--- config.mk ---
export PLATFORM = sky130hd
export DESIGN_NAME = wha_ctrl
export DESIGN_NICKNAME = d
export VERILOG_FILES = /design/src/rtl/wha_pkg.sv /design/src/rtl/wha_ctrl.sv
export SDC_FILE = /design/constraint.sdc
export NUM_CORES = 1
export LEC_CHECK = 0
export BUFFER_PORTS_ARGS = -buffer_cell sky130_fd_sc_hd__buf_2
export CAP_MARGIN = 20
export CORE_AREA = 2 2 39 41
export DETAILED_ROUTE_END_ITERATION = 12
export DIE_AREA = 0 0 41 43
export SLEW_MARGIN = 20
export SYNTH_ARGS = -nofsm -noshare
export SYNTH_HDL_FRONTEND = slang
export SYNTH_SLANG_ARGS = --single-unit
--- constraint.sdc ---
create_clock -name clk -period 3.9 [get_ports clk]
set_input_delay 0.585 -clock clk [delete_from_list [all_inputs] [get_ports clk]]
set_output_delay 0.585 -clock clk [all_outputs]
set_load 0.03 [all_outputs]
--- src/rtl/wha_pkg.sv ---
// shared types and constants of the weighted histogram accumulator
// used by every rtl module of the block but wha_check; depends on nothing
`timescale 1ns / 1ps

package wha_pkg;

  // default window size in bins
  localparam int NUM_BINS_DEF = 1024;

  // field widths
  localparam int VALUE_W  = 32;
  localparam int WEIGHT_W = 16;
  localparam int OFFS_W   = 10;
  localparam int BWID_W   = 31;
  localparam int BIN_W    = 40;
  localparam int SUM_W    = 48;
  localparam int CMD_W    = 2;

  // command codes
  localparam logic [CMD_W-1:0] CMD_ADD   = 2'd0;
  localparam logic [CMD_W-1:0] CMD_READ  = 2'd1;
  localparam logic [CMD_W-1:0] CMD_CLEAR = 2'd2;

  // commands from controller to datapath
  typedef struct packed {
    logic load;
    logic key_en;
    logic anch_en;
    logic off_en;
    logic rd_en;
    logic upd_en;
    logic clr_step;
    logic out_load;
  } wha_ctl_t;

  // status from datapath to controller
  typedef struct packed {
    logic div_busy;
    logic clr_last;
    logic out_free;
  } wha_sts_t;

endpackage

--- src/rtl/wha_ctrl.sv ---
// controller state machine of the weighted histogram accumulator
// depends on wha_pkg; drives wha_datapath through wha_ctl_t
`timescale 1ns / 1ps

module wha_ctrl
  import wha_pkg::*;
(
  input  logic             clk,
  input  logic             rst_n,
  input  logic             in_tvalid,
  input  logic [CMD_W-1:0] in_cmd,
  output logic             in_tready,
  input  wha_sts_t         sts,
  output wha_ctl_t         ctl
);

  localparam logic [3:0] ST_IDLE = 4'd0;
  localparam logic [3:0] ST_DIV  = 4'd1;
  localparam logic [3:0] ST_KEY  = 4'd2;
  localparam logic [3:0] ST_ANCH = 4'd3;
  localparam logic [3:0] ST_OFF  = 4'd4;
  localparam logic [3:0] ST_RD   = 4'd5;
  localparam logic [3:0] ST_UPD  = 4'd6;
  localparam logic [3:0] ST_CLR  = 4'd7;
  localparam logic [3:0] ST_FIN  = 4'd8;

  logic [3:0] state_r, state_nxt;
  logic       emit_r, emit_nxt;

  // next state and commands
  always_comb begin
    state_nxt = state_r;
    emit_nxt  = emit_r;
    ctl       = '0;
    in_tready = 1'b0;
    case (state_r)
      ST_IDLE: begin
        in_tready = 1'b1;
        if (in_tvalid) begin
          ctl.load = 1'b1;
          case (in_cmd)
            CMD_ADD:   state_nxt = ST_DIV;
            CMD_READ:  state_nxt = ST_RD;
            CMD_CLEAR: begin
              state_nxt = ST_CLR;
              emit_nxt  = 1'b1;
            end
            default:   state_nxt = ST_FIN;
          endcase
        end
      end
      ST_DIV: begin
        if (!sts.div_busy) state_nxt = ST_KEY;
      end
      ST_KEY: begin
        ctl.key_en = 1'b1;
        state_nxt  = ST_ANCH;
      end
      ST_ANCH: begin
        ctl.anch_en = 1'b1;
        state_nxt   = ST_OFF;
      end
      ST_OFF: begin
        ctl.off_en = 1'b1;
        state_nxt  = ST_RD;
      end
      ST_RD: begin
        ctl.rd_en = 1'b1;
        state_nxt = ST_UPD;
      end
      ST_UPD: begin
        ctl.upd_en = 1'b1;
        state_nxt  = ST_FIN;
      end
      ST_CLR: begin
        ctl.clr_step = 1'b1;
        if (sts.clr_last) begin
          state_nxt = emit_r ? ST_FIN : ST_IDLE;
          emit_nxt  = 1'b0;
        end
      end
      ST_FIN: begin
        if (sts.out_free) begin
          ctl.out_load = 1'b1;
          state_nxt    = ST_IDLE;
        end
      end
      default: state_nxt = ST_IDLE;
    endcase
  end

  // reset starts with a sweep of the bin memory
  always_ff @(posedge clk) begin
    if (!rst_n) begin
      state_r <= ST_CLR;
      emit_r  <= 1'b0;
    end else begin
      state_r <= state_nxt;
      emit_r  <= emit_nxt;
    end
  end

endmodule

==> impl_metrics.yaml <==
grt:
  grt_pass1_wl_mm: 1.55
  grt_util_all_layers: 0.128
  grt_util_met1: 0.145
  grt_pass1_vias: 391
  use_met3: 0.0157
  grt.busiest_layer: "met2"
  grt_util_met2: 0.209
  antenna_found_initial: 0
  grt_overflow: 0
  grt_max_degree: 16
floorplanning:
  fp-row-count: 14
  ios: 17
  dieArea_um2: 1760
  coreArea_um2: 1380
  die_w_um: 41
  start_util: 0.300
  die_h_um: 43
timing:
  clock.fmax_mhz: 480
  period_share: 0.534
  tightest_slew_ns: 0.427
  setup_violations: 0
  drv_slew: 0
  tns_ns: 0
  skew_ns: 0.000116
  rsz0062_at_grt: "no"
  slew_headroom: 0.713
  hold_viol: 0
  hold_ws_ns: 0.511
  post-route-min-period_ns: 2.08
final_layout:
  nNetsFinal: 86
  drive_gt1_frac: 0.284
  final_common_cell: "buf_2"
  antennaDiodeCount: 0
  area_delta_synth_final_pct: 26.5
  final_cell_mix: "buf_2, nor2_1, a21oi_1"
worst_setup_path:
  cp_cell_sequence: "nand2_1, nor3b_1, buf_2"
  cp_slowest_cell: "dfxtp_1"
  required_ns: 3.31
  slowest_delay_ns: 0.58
  worstSetupEndpointType: "output pin"
  crit_fanout: 15
  path_class: "reg -> out"
  cp_top_family: "flip-flops"
  crit_buf_inv: 1
  cp-start-kind: "flop"
  crit_arrival_ns: 1.50
logic_synthesis:
  synth_cells: 58
  ys_types: 25
  ys_seq_area_frac: 0.241
  synth_area_leaders: "dfxtp_1, ha_1, a21oi_1, nor3_1, a21o_1"
  yosys.area.top_type: "dfxtp_1"
  ys_ff_latch: 5
  synthesis.area_um2: 415
  ys_warn_count: 0
  syn_nets: 69
  avgSynthCellArea_um2: 7.16
  synth_top_area_share: 0.241
routing:
  ant_nets: 0
  initialDrtViolationCount: 7
  routed_via_density: 4.99
  drtPass1Iterations: 2
  drc: 0
  vias: 449
  wl_um: 960
  routed_wire_length_per_instance_um: 10.7
clock_network:
  htree_levels: 1
  cts_sinks: 5
  cts_resized: 0
  clk_path_buf_depth: 2
  cts_root_buf: "clkbuf_4"
  cts_tree: "done"
  cts-buffers-inserted: 3
  clk_pin_slew_ns: 0.04
  postCtsSetupRepairBufs: 0
  clock_latency_ns: 0.23
  holdBufCountCts: 0
placed_design:
  port-buffer-count: 16
  dp_hpwl_um: 760
  gp_congestion: 0.783
power_and_ir_drop:
  power.leakage_nw: 0.274
  powerDensity_nw_per_um2: 587
  peakVddDrop_v: 0.000240
status:
  outcome: "finished clean"
hold_path:
  hold_path.class: "reg -> reg"
run:
  cap_violations: 0
-- final cells by class --
cell class / count / area, um^2
inverter: 5 / 18.8
timing repair buffer: 16 / 80.1
sequential: 5 / 100
fill: 160 / 858
clock buffer: 4 / 26.3
tap: 16 / 20.0
multi-input combinational: 44 / 280
-- cell usage after synthesis --
cell	count
a21o_1	3
a311o_1	1
a21boi_1	1
nor3b_1	1
inv_1	5
o22ai_1	1
or3b_2	1
o221ai_1	1
nor4_1	2
clkbuf_2	1
and3_1	2
o31ai_1	1
dfxtp_1	5
nor2_1	6
a21oi_1	6
nand2b_1	1
or2_2	1
nand3b_1	2
nor3_1	5
clkbuf_1	3
ha_1	3
a211oi_1	1
and2_1	1
o31a_1	1
nand2_1	3
-- kinds of logic after synthesis --
family / Yosys count / share of synthesized area
adder cells (fa/ha/maj): 3 / 0.0904
buffers and inverters: 9 / 0.0843
AO/OA/AOI/OAI: 16 / 0.262
AND/OR/NAND/NOR: 25 / 0.322
flip-flops: 5 / 0.241
-- through the flow --
| stage | utilization | total power [mW] | std cells | setup WS [ns] | instance area, um^2 |
|---|---|---|---|---|---|
| 5_1_grt | 0.380 | 0.332 | 90 | 1.72 | 526 |
| 4_1_cts | 0.380 | 0.312 | 90 | 1.84 | 526 |
| 3_3_place_gp | 0.361 | 0.252 | 86 | 2.10 | 499 |
| 2_1_floorplan | - | 0.215 | 58 | 1.50 | 415 |
| 6_report | 0.380 | 0.308 | 90 | 1.82 | 526 |
| 3_5_place_dp | 0.361 | 0.252 | 86 | 2.10 | 499 |
-- per-layer routing --
| layer | share of wire | wire [um] | up-vias |
|---|---|---|---|
| li1 | - | - | 239 |
| met1 | 0.47 | 447 | 202 |
| met2 | 0.49 | 473 | 8 |
| met3 | 0.041 | 39 | 0 |
| met4 | 0 | 0 | 0 |
| met5 | 0 | 0 | - |
-- sequential cells by signal (all words and copies together), names as in the netlist --
register,count
state_r,4
emit_r,1
-- where the power goes --
group          internal [mW]  leakage [nW]  switching, mW
clock                 0.0385        0.0150         0.0181
sequential            0.0637        0.0414         0.0385
combinational         0.0570         0.217         0.0927
total                  0.159         0.274          0.149
-- tightest hold or removal path, stage by stage, from the launching register on --
cell and delay [ns]:
dfxtp_1 0.30, a21oi_1 0.11, a211oi_1 0.06
-- path summary, 6_finish.rpt --
path | from | endpoint | slack, ns | depth (start not counted)
hold / removal | emit_r | emit_r | 0.51 | 2
setup / recovery | state_r[2] | ctl[3] | 1.82 | 3
hold reg to reg | emit_r | emit_r | 0.51 | 2
setup reg to reg | state_r[1] | state_r[0] | 2.20 | 4
No activity file was read; power rests on OpenSTA's default activity.
